<file path="src/rtl/assert_macros.svh">
// ----------------------------------------------------------------------------
// Assertion macros
// Shared concurrent assertion forms for the knapsack block.
// ----------------------------------------------------------------------------
`ifndef ASSERT_MACROS_SVH
`define ASSERT_MACROS_SVH

// Same-cycle implication, disabled while reset is asserted.
`define ASSERT_IMPLIES(lbl, clk_s, rstn_s, ante, cons) \
    lbl: assert property (@(posedge clk_s) disable iff (!rstn_s) (ante) |-> (cons)) \
        else $error("assertion failed: same-cycle implication");

// Next-cycle implication, disabled while reset is asserted.
`define ASSERT_NEXT(lbl, clk_s, rstn_s, ante, cons) \
    lbl: assert property (@(posedge clk_s) disable iff (!rstn_s) (ante) |=> (cons)) \
        else $error("assertion failed: next-cycle implication");

`endif

</file>
<file path="src/rtl/kdp_pkg.sv">
// ----------------------------------------------------------------------------
// kdp_pkg
// Types and fixed constants for the 0/1 knapsack dynamic programming block.
// ----------------------------------------------------------------------------
package kdp_pkg;

    // Fixed field widths.
    localparam int CAP_W    = 10;
    localparam int WEIGHT_W = 10;
    localparam int VALUE_W  = 32;
    localparam int OUT_W    = 48;

    // Largest value that the result port can show.
    localparam logic [OUT_W-1:0] OUT_MAX = {OUT_W{1'b1}};

    // Sequencer states.
    typedef enum logic [2:0] {
        ST_INIT,
        ST_IDLE,
        ST_CLEAR,
        ST_SWEEP,
        ST_DRAIN,
        ST_DONE
    } kdp_state_t;

endpackage

</file>
<file path="src/rtl/kdp_alu.sv">
// ----------------------------------------------------------------------------
// kdp_alu
// Shared update unit: saturating add of the item value and max with old entry.
// ----------------------------------------------------------------------------
module kdp_alu #(
    parameter int EW = 48
) (
    input  logic [EW-1:0]               old_entry,
    input  logic [EW-1:0]               src_entry,
    input  logic [kdp_pkg::VALUE_W-1:0] item_val,
    input  logic                        hit,
    output logic [EW-1:0]               new_entry,
    output logic                        sat_hit
);
    import kdp_pkg::*;

    localparam int SW = ((EW > VALUE_W) ? EW : VALUE_W) + 1;
    localparam logic [EW-1:0] EMAX = {EW{1'b1}};

    logic [SW-1:0] sum_wide;
    logic          sum_ovf;
    logic [EW-1:0] sum_sat;

    // Sum with one spare bit, then clamp to the entry range.
    always_comb
    begin
        sum_wide = SW'(src_entry) + SW'(item_val);
        sum_ovf  = sum_wide > SW'(EMAX);
        sum_sat  = sum_ovf ? EMAX : EW'(sum_wide);
    end

    // The entry keeps its old value when the item does not fit.
    assign new_entry = (hit && (sum_sat > old_entry)) ? sum_sat : old_entry;
    assign sat_hit   = hit && sum_ovf;

endmodule

</file>
<file path="src/rtl/kdp_seq.sv">
// ----------------------------------------------------------------------------
// kdp_seq
// Sequencer: clearing passes, descending table sweep and result register.
// ----------------------------------------------------------------------------
`include "assert_macros.svh"

module kdp_seq #(
    parameter int DEPTH = 1024,
    parameter int EW    = 48,
    parameter int AW    = 10
) (
    input  logic                         clk,
    input  logic                         rst_n,
    input  logic                         in_valid,
    output logic                         in_stall,
    input  logic                         new_set,
    input  logic [kdp_pkg::WEIGHT_W-1:0] item_weight,
    input  logic [kdp_pkg::VALUE_W-1:0]  item_value,
    input  logic [kdp_pkg::CAP_W-1:0]    capacity,
    output logic                         out_valid,
    input  logic                         out_stall,
    output logic [kdp_pkg::OUT_W-1:0]    best_value,
    output logic                         saturated,
    output logic [AW-1:0]                rd_addr_a,
    output logic [AW-1:0]                rd_addr_b,
    input  logic [EW-1:0]                rd_data_a,
    input  logic [EW-1:0]                rd_data_b,
    output logic                         wr_en,
    output logic [AW-1:0]                wr_addr,
    output logic [EW-1:0]                wr_data
);
    import kdp_pkg::*;

    localparam int CW = (AW > CAP_W) ? AW : CAP_W;
    localparam int BW = (EW > OUT_W) ? EW : OUT_W;
    localparam logic [CW-1:0] DEPTH_M1 = CW'(DEPTH - 1);
    localparam logic [AW-1:0] LAST_ADDR = AW'(DEPTH - 1);

    kdp_state_t            state_reg, state_next;
    logic [AW-1:0]         clr_reg, clr_next;
    logic [AW-1:0]         c_reg, c_next;
    logic [AW-1:0]         cap_reg, cap_next;
    logic [WEIGHT_W-1:0]   w_reg, w_next;
    logic [VALUE_W-1:0]    val_reg, val_next;
    logic                  p1_valid_reg, p1_valid_next;
    logic [AW-1:0]         p1_addr_reg, p1_addr_next;
    logic                  p1_hit_reg, p1_hit_next;
    logic                  ovf_reg, ovf_next;
    logic [OUT_W-1:0]      best_reg, best_next;
    logic                  out_valid_reg, out_valid_next;
    logic [OUT_W-1:0]      out_best_reg, out_best_next;
    logic                  out_sat_reg, out_sat_next;

    logic [CW-1:0]         cap_ext;
    logic [AW-1:0]         cap_in;
    logic                  hit_now;
    logic [AW-1:0]         src_addr;
    logic                  clearing;
    logic [EW-1:0]         alu_new;
    logic                  alu_ovf;
    logic [BW-1:0]         best_wide;
    logic [OUT_W-1:0]      best_clamped;

    // Capacity limited to the last table entry.
    assign cap_ext = CW'(capacity);
    assign cap_in  = (cap_ext > DEPTH_M1) ? LAST_ADDR : AW'(cap_ext);

    // Fit test and source address for the entry being issued.
    assign hit_now  = CW'(w_reg) <= CW'(c_reg);
    assign src_addr = AW'(CW'(c_reg) - CW'(w_reg));

    // Shared update unit works on the registered read data.
    kdp_alu #(
        .EW (EW)
    ) u_alu (
        .old_entry (rd_data_a),
        .src_entry (rd_data_b),
        .item_val  (val_reg),
        .hit       (p1_hit_reg),
        .new_entry (alu_new),
        .sat_hit   (alu_ovf)
    );

    // Clamp the answer to the result width.
    assign best_wide    = BW'(alu_new);
    assign best_clamped = (best_wide > BW'(OUT_MAX)) ? OUT_MAX : OUT_W'(best_wide);

    // Memory port control.
    assign clearing  = (state_reg == ST_INIT) || (state_reg == ST_CLEAR);
    assign rd_addr_a = c_reg;
    assign rd_addr_b = src_addr;
    assign wr_en     = clearing || p1_valid_reg;
    assign wr_addr   = clearing ? clr_reg : p1_addr_reg;
    assign wr_data   = clearing ? '0 : alu_new;

    assign in_stall   = (state_reg != ST_IDLE);
    assign out_valid  = out_valid_reg;
    assign best_value = out_best_reg;
    assign saturated  = out_sat_reg;

    // State and datapath registers.
    always_ff @(posedge clk or negedge rst_n)
    begin
        if (!rst_n)
        begin
            state_reg     <= ST_INIT;
            clr_reg       <= '0;
            p1_valid_reg  <= 1'b0;
            ovf_reg       <= 1'b0;
            out_valid_reg <= 1'b0;
        end
        else
        begin
            state_reg     <= state_next;
            clr_reg       <= clr_next;
            p1_valid_reg  <= p1_valid_next;
            ovf_reg       <= ovf_next;
            out_valid_reg <= out_valid_next;
        end
    end

    always_ff @(posedge clk)
    begin
        c_reg        <= c_next;
        cap_reg      <= cap_next;
        w_reg        <= w_next;
        val_reg      <= val_next;
        p1_addr_reg  <= p1_addr_next;
        p1_hit_reg   <= p1_hit_next;
        best_reg     <= best_next;
        out_best_reg <= out_best_next;
        out_sat_reg  <= out_sat_next;
    end

    // Next state and sweep control.
    always_comb
    begin
        state_next     = state_reg;
        clr_next       = clr_reg;
        c_next         = c_reg;
        cap_next       = cap_reg;
        w_next         = w_reg;
        val_next       = val_reg;
        p1_valid_next  = 1'b0;
        p1_addr_next   = p1_addr_reg;
        p1_hit_next    = p1_hit_reg;
        ovf_next       = ovf_reg;
        best_next      = best_reg;
        out_valid_next = out_valid_reg;
        out_best_next  = out_best_reg;
        out_sat_next   = out_sat_reg;

        // A waiting result leaves when the receiver takes it.
        if (out_valid_reg && !out_stall)
        begin
            out_valid_next = 1'b0;
        end

        // Second step of each update: write back and collect the answer.
        if (p1_valid_reg)
        begin
            if (alu_ovf)
            begin
                ovf_next = 1'b1;
            end
            if (p1_addr_reg == cap_reg)
            begin
                best_next = best_clamped;
            end
        end

        unique case (state_reg)
            ST_INIT:
            begin
                clr_next = clr_reg + 1'b1;
                if (clr_reg == LAST_ADDR)
                begin
                    clr_next   = '0;
                    state_next = ST_IDLE;
                end
            end
            ST_IDLE:
            begin
                if (in_valid)
                begin
                    cap_next  = cap_in;
                    c_next    = cap_in;
                    w_next    = item_weight;
                    val_next  = item_value;
                    best_next = '0;
                    if (new_set)
                    begin
                        ovf_next   = 1'b0;
                        clr_next   = '0;
                        state_next = ST_CLEAR;
                    end
                    else if (cap_in == '0)
                    begin
                        state_next = ST_DONE;
                    end
                    else
                    begin
                        state_next = ST_SWEEP;
                    end
                end
            end
            ST_CLEAR:
            begin
                clr_next = clr_reg + 1'b1;
                if (clr_reg == LAST_ADDR)
                begin
                    clr_next   = '0;
                    state_next = (cap_reg == '0) ? ST_DONE : ST_SWEEP;
                end
            end
            ST_SWEEP:
            begin
                p1_valid_next = 1'b1;
                p1_addr_next  = c_reg;
                p1_hit_next   = hit_now;
                c_next        = c_reg - 1'b1;
                if (c_reg == AW'(1))
                begin
                    state_next = ST_DRAIN;
                end
            end
            ST_DRAIN:
            begin
                state_next = ST_DONE;
            end
            ST_DONE:
            begin
                if (!out_valid_reg || !out_stall)
                begin
                    out_valid_next = 1'b1;
                    out_best_next  = best_reg;
                    out_sat_next   = ovf_reg;
                    state_next     = ST_IDLE;
                end
            end
            default:
            begin
                state_next = ST_IDLE;
            end
        endcase
    end

    // Entry zero is only ever written by a clearing pass.
    `ASSERT_IMPLIES(a_entry_zero_kept, clk, rst_n, wr_en && (wr_addr == '0), clearing)
    // Sweep writes stay within one to the latched capacity.
    `ASSERT_IMPLIES(a_sweep_range, clk, rst_n, p1_valid_reg, (p1_addr_reg != '0) && (p1_addr_reg <= cap_reg))
    // The saturation flag only rises after a fitting update that overflowed.
    `ASSERT_IMPLIES(a_ovf_source, clk, rst_n, $rose(ovf_reg), $past(p1_valid_reg && p1_hit_reg))
    // A finished item always reaches the output register once the slot is free.
    `ASSERT_NEXT(a_done_loads, clk, rst_n, (state_reg == ST_DONE) && (!out_valid_reg || !out_stall), out_valid_reg && (state_reg == ST_IDLE))

endmodule

</file>
<file path="config.mk">
export PLATFORM = sky130hd
export DESIGN_NAME = kdp_seq
export DESIGN_NICKNAME = d
export VERILOG_FILES = /design/src/rtl/kdp_pkg.sv /design/src/rtl/kdp_alu.sv /design/src/rtl/kdp_seq.sv
export VERILOG_INCLUDE_DIRS = /design/src /design/src/rtl
export SDC_FILE = /design/constraint.sdc
export NUM_CORES = 1
export LEC_CHECK = 0
export BUFFER_PORTS_ARGS = -buffer_cell sky130_fd_sc_hd__buf_2
export CELL_PAD_IN_SITES_DETAIL_PLACEMENT = 0
export CELL_PAD_IN_SITES_GLOBAL_PLACEMENT = 1
export CORE_ASPECT_RATIO = 0.8
export CORE_MARGIN = 3
export CORE_UTILIZATION = 45
export CTS_CLUSTER_DIAMETER = 200
export DETAILED_ROUTE_END_ITERATION = 8
export PLACE_DENSITY_LB_ADDON = 0.1
export REMOVE_ABC_BUFFERS = 1
export SETUP_SLACK_MARGIN = 0.1
export SYNTH_ARGS = -nofsm -noshare
export SYNTH_HDL_FRONTEND = slang
export SYNTH_SLANG_ARGS = --single-unit
</file>
<file path="constraint.sdc">
create_clock -name clk -period 10.63 [get_ports clk]
set_input_delay 1.5945 -clock clk [delete_from_list [all_inputs] [get_ports clk]]
set_output_delay 1.5945 -clock clk [all_outputs]
set_load 0.1 [all_outputs]
</file>
Yosys cells after proc, flatten, opt, wreduce, memory -nomap -nowiden:

Cells that the tools add are included.

* word-level logic and storage cells: 91
* output and inout bits: 130
* flip-flop bits (word level): 186
* input bits: 153

* reduce and logical (&&, ||, !) cells: 19
* eq/ne operators: 15
* multiplexer cells: 34
* $add $sub $neg: 4
* magnitude comparators: 5

Operators by type and width (number)
* $mux W48: 8
* $mux W10: 6
* $add A48 B32 Y49: 1
* $gt A49 B48 Y1 const B: 1
* $gt A48 B48 Y1: 1
* $gt A48 B48 Y1 const B: 1
* $pmux W10 S2: 2
* $mux W3: 8
* $logic_not A10 Y1: 2
* $pmux W3 S6: 1
* $add A10 B1 Y10 const B: 1
* $eq A10 B1 Y1 const B: 1
* $eq A10 B10 Y1: 1
* $eq A10 B10 Y1 const B: 1
* $gt A10 B10 Y1 const B: 1
* $le A10 B10 Y1: 1
* $sub A10 B1 Y10 const B: 1
* $sub A10 B10 Y10: 1
* $mux W1: 9
* $ne A2 B2 Y1 const B: 4
* $eq A3 B2 Y1 const B: 2
* $eq A3 B3 Y1 const B: 2
* $reduce_and A2 Y1: 3
* $reduce_and A5 Y1: 1
* other kinds (10): 17

Logic depth before layout (Yosys ltp):

* word-level depth: 12
* gate-level depth with buffers: 25
* mapped depth without buffers: 20

Cells and area by module:

A second synthesis with hierarchy kept.

* cell total of the unflattened synthesis: 1317
* area, all modules: 11867.6 µm²

Modules (own cells, without submodules)
* kdp_seq: sequential area each 5024.8 µm², area an instance 7633.6 µm², cells an instance 673, instances 1
* kdp_alu: sequential area each 0.0 µm², area an instance 4234.1 µm², cells an instance 644, instances 1

Least setup slack after synthesis:

No wires, ideal clock.

* kind: input to output
* from: in rd_data_b[0]
* to: out wr_data[10]
* setup slack: 1.247 ns
* data required time: 9.036 ns
* arrival: 7.788 ns
* buffers on the path: 3
* stages: 23
* cell sequence: ha_1 -> inv_1 -> fa_1 -> nor2b_4 -> o31a_4 -> o2111ai_4 -> a31oi_2 -> buf_6 -> a221oi_4 -> mux2_4 -> nand2_1 -> inv_1 -> ha_1 -> nand4_1 -> nor4_4 -> nand3_1 -> a31oi_1 -> a311oi_2 -> a21oi_2 -> buf_4 -> buf_4 -> nor2_1 -> a311oi_1

* cells in the longest elaborated chain, start to end: 7

RTL lines
* start: declaration: RTL line kdp_seq.sv:27 `input logic [EW-1:0] rd_data_b,`
* $add A48 B32 Y49 *: RTL line kdp_alu.sv:27 `sum_wide = SW'(src_entry) + SW'(item_val);`
* $gt A49 B48 Y1: RTL line kdp_alu.sv:28 `sum_ovf = sum_wide > SW'(EMAX);`
* $mux W48 *: RTL line kdp_alu.sv:29 `sum_sat = sum_ovf ? EMAX : EW'(sum_wide);`
* $gt A48 B48 Y1: RTL line kdp_alu.sv:33 `assign new_entry = (hit && (sum_sat > old_entry)) ? sum_sat : old_entry;`
* $logic_and A1 B1 Y1: RTL line kdp_alu.sv:33
* $mux W48 *: RTL line kdp_alu.sv:33
* $mux W48 *: RTL line kdp_seq.sv:94 `assign wr_data = clearing ? '0 : alu_new;`
* end: declaration: RTL line kdp_seq.sv:30 `output logic [EW-1:0] wr_data`

Every way passes the cells marked *; elsewhere a longest branch is shown, timed or not.

Worst setup path in the final report:

* from: in rd_data_b[0]
* to: out wr_data[0]

Same word-level chain as after synthesis.

==> flow_metrics.tcl <==
set metrics [dict create \
    core_area_sq_um 27500 \
    route.detailed.wl_per_inst_um 19.89 \
    worst_pin_slew_ns 1.147 \
    area_growth_pct 17.84 \
    utilization 0.5431 \
    hp-class "reg2reg" \
    place_congestion 0.8900 \
    syn-cell-area_sq_um 12670 \
    syn_inst 1430 \
    drtPass1Iterations 5 \
    drt_first_iter_violations 1004 \
    finalMaxSlewViolations 0 \
    end_kind "primary output" \
    async_flop_share 0.08602 \
    crit_start "rd_data_b[0]" \
    tns_ns 0 \
    drv_cap 0 \
    ys.flop_type "edfxtp_1" \
    ctsHoldBuffers 0 \
    p_seq_frac 0.222 \
    grt_pass1_vias 10860 \
    slowest_delay_ns 0.67 \
    maxClockFrequency_ghz 0.1090 \
    clock_latency_ns 0.45 \
    die_y_um 156.1 \
    finalHoldViolCount 0 \
    ys_seq_area_frac 0.3964 \
    comb_power_share 0.638 \
    setup_ws_ns 1.455 \
    slew-limit-headroom 0.2329 \
    grt_max_degree 59 \
    synth_edf_count 122 \
    switching_share 0.6081 \
    slowest_stage "nor2_2" \
    groute.usage.overall 0.2636 \
    clock-sinks 186 \
    drive_gt1_frac 0.2187 \
    status "complete, no violations" \
    drcViolationCount 0 \
    dp_slack_ns 1.508 \
    cts_setup_buffers 0 \
    vias_per_cell 5.690 \
    yosysTopAreaCell "edfxtp_1" \
    crit_fanout 48 \
    cts_root_buf "clkbuf_16" \
    crit_path_start_kind "input port" \
    p_int_mw 1.886 \
    synth.distinct_cells 85 \
    arrival_ns 7.58 \
    rsz0062_at_grt "no" \
    required_ns 9.04 \
    htree_levels 4 \
    ys_seq_elements 186 \
    hold_ws_ns 0.4282 \
    fp.dieArea_sq_um 30230 \
    path_clk_slew_ns 0.08 \
    cts_resized 0 \
    synth_top_area_share 0.2890 \
    vdd_drop_max_uv 351.9 \
    powerDensity_nw_per_um2 322.2 \
    ant_nets 0 \
    num_io_pins 283 \
    p_switching_mw 2.927 \
    p_clk_frac 0.140 \
    crit-reg2reg-launch "val_reg[0]" \
    cts_tree "yes" \
    wirelength_um 40690 \
    holdCritStartpoint "best_reg[46]" \
    finalCritPeriodShare 0.8631 \
    rows 54 \
    finalNetCount 1913 \
    setup_viol 0 \
    vias 11640 \
    finalCriticalPeriod_ns 9.175 \
    die_x_um 193.6 \
    dp_hpwl_um 31600 \
    ys_top_cells_by_area "edfxtp_1 (29%), ha_1 (9.2%), dfxtp_1 (7.6%), a21oi_1 (4.9%), o21ai_0 (4.8%)" \
    start_util 0.4609 \
    p_leak_nw 6.463 \
    overflow 0 \
    worst-setup-path-type "in2out" \
    path_cells "buf_2, ha_1, inv_1, fa_1, nor2b_4, o31a_4, o2111ai_4, a31oi_2, buf_4, a211oi_1, buf_4, nor2_2, a21oi_1, inv_1, ha_1, and4_1, a221oi_1, nor2b_1, a311oi_2, a21oi_4, buf_4, a211oi_1, buf_2" \
    syn_area_per_cell_sq_um 8.863 \
    synth_warnings 0 \
    clockBufferDepth 2 \
    numCtsBuffers 17 \
    grt_antenna_before_repair 3 \
    path_common_cell "buf_4" \
    grt_pass1_wl_um 62800 \
    io_buffers 282 \
    finalClockSkew_ns 0.01490 \
]
routing by layer:
metal  vias to the layer above  track usage  wire [um]
met4                         0      0.04200        308
met5                         -            0          0
met3                        22      0.04965       3239
met2                       462       0.3801      16700
met1                      5453       0.4155      20440
li1                       5700            -          -
per-stage QoR:
| stage | std cells | total power, mW | area [sq um] |
|---|---|---|---|
| after floorplan | 1350 | 3.510 | 12300 |
| after global placement | 2010 | 4.131 | 14300 |
| after detailed placement | 2010 | 4.136 | 14300 |
| after CTS | 2042 | 4.813 | 14930 |
| after global routing | 2045 | 5.053 | 14940 |
| final | 2045 | 4.813 | 14940 |
cells in the final DEF (no fill, tap or decap), types with 7 or more instances in the layout:
| cell | count |
|---|---|
| nor2_1 | 100 |
| nand4_1 | 28 |
| a21o_1 | 15 |
| edfxtp_1 | 122 |
| clkbuf_16 | 17 |
| and3_1 | 12 |
| a21oi_1 | 122 |
| and2_1 | 11 |
| or3_1 | 10 |
| nor4_1 | 7 |
| nor2b_1 | 10 |
| buf_4 | 14 |
| inv_1 | 108 |
| nand2_1 | 159 |
| mux2i_1 | 13 |
| buf_2 | 282 |
| o21ai_1 | 8 |
| o21a_1 | 10 |
| nand2b_1 | 8 |
| nor3_1 | 32 |
| o21ai_0 | 122 |
| dfrtp_1 | 16 |
| dfxtp_1 | 48 |
| xnor2_1 | 45 |
| a21boi_0 | 7 |
| a311oi_1 | 13 |
| o41a_1 | 8 |
| ha_1 | 93 |
| o22ai_1 | 9 |
| nand3_1 | 48 |
| xor2_1 | 12 |
| a211oi_1 | 30 |
| a22oi_1 | 21 |
logic make-up (layout without fill, tap and decap cells):
logic type / Yosys count / after routing / synth area share
DFF: 186 / 186 / 0.3964
and+or+nand+nor: 448 / 448 / 0.1668
buffers and inverters: 189 / 437 / 0.06209
adders and majority gates: 95 / 95 / 0.09497
muxes: 19 / 19 / 0.01639
other: 0 / 3 / 0
AOI/OAI and AO/OA: 436 / 436 / 0.2239
xor gates and xnor gates: 57 / 57 / 0.03939
final cells by class:
cell class	count	area (sq um)
Antenna cell	3	7.507
Inverter	109	410.4
Fill cell	2624	12560
Clock inverter	15	198.9
Timing Repair Buffer	296	1516
Sequential cell	186	5025
Tap cell	364	455.4
Clock buffer	17	425.4
Multi-Input combinational cell	1055	6897
cells in the mapped netlist, drive strengths merged, types with 8 or more instances:
master  instances
a311oi         14
a21oi         128
dfrtp          16
inv           109
o21a           10
xor2           12
nand3          48
nand2b          8
nor2b          11
a211oi         31
o41a            8
dfxtp          48
mux2i          14
edfxtp        122
or3            10
nand2         159
and3           12
o21ai         131
xnor2          45
nor3           33
ha             93
a21o           15
nor4            8
a22oi          21
nand4          28
o22ai           9
buf            31
and2           11
nor2          102
clkbuf         49
power by group through the flow:
stage          logic (mW)  registers, mW  clock network (mW)
2_1_floorplan        2.14           1.37                   0
3_3_place_gp         3.05           1.08                   0
3_5_place_dp         3.06           1.08                   0
4_1_cts              3.07           1.06               0.683
5_1_grt              3.26           1.08               0.716
6_report             3.07           1.07               0.674
worst max-delay path: cells and delay by family:
kind,cells,cell delay [ns]
fa+ha+maj,3,0.91
simple gates,4,1.18
buf+inv,7,1.54
compound gates,9,2.32
worst paths after layout:
check	endpoint	cells after the start	slack [ns]
max in group asynchronous	p1_valid_reg	1	9.23
setup reg to reg	best_reg[25]	22	4.56
min in group asynchronous	clr_reg[4]	1	1.08
setup / recovery	wr_data[0]	23	1.46
hold / removal	best_value[46]	0	0.43
hold reg to reg	best_value[46]	0	0.43
No activity file was read; power rests on OpenSTA's default activity.
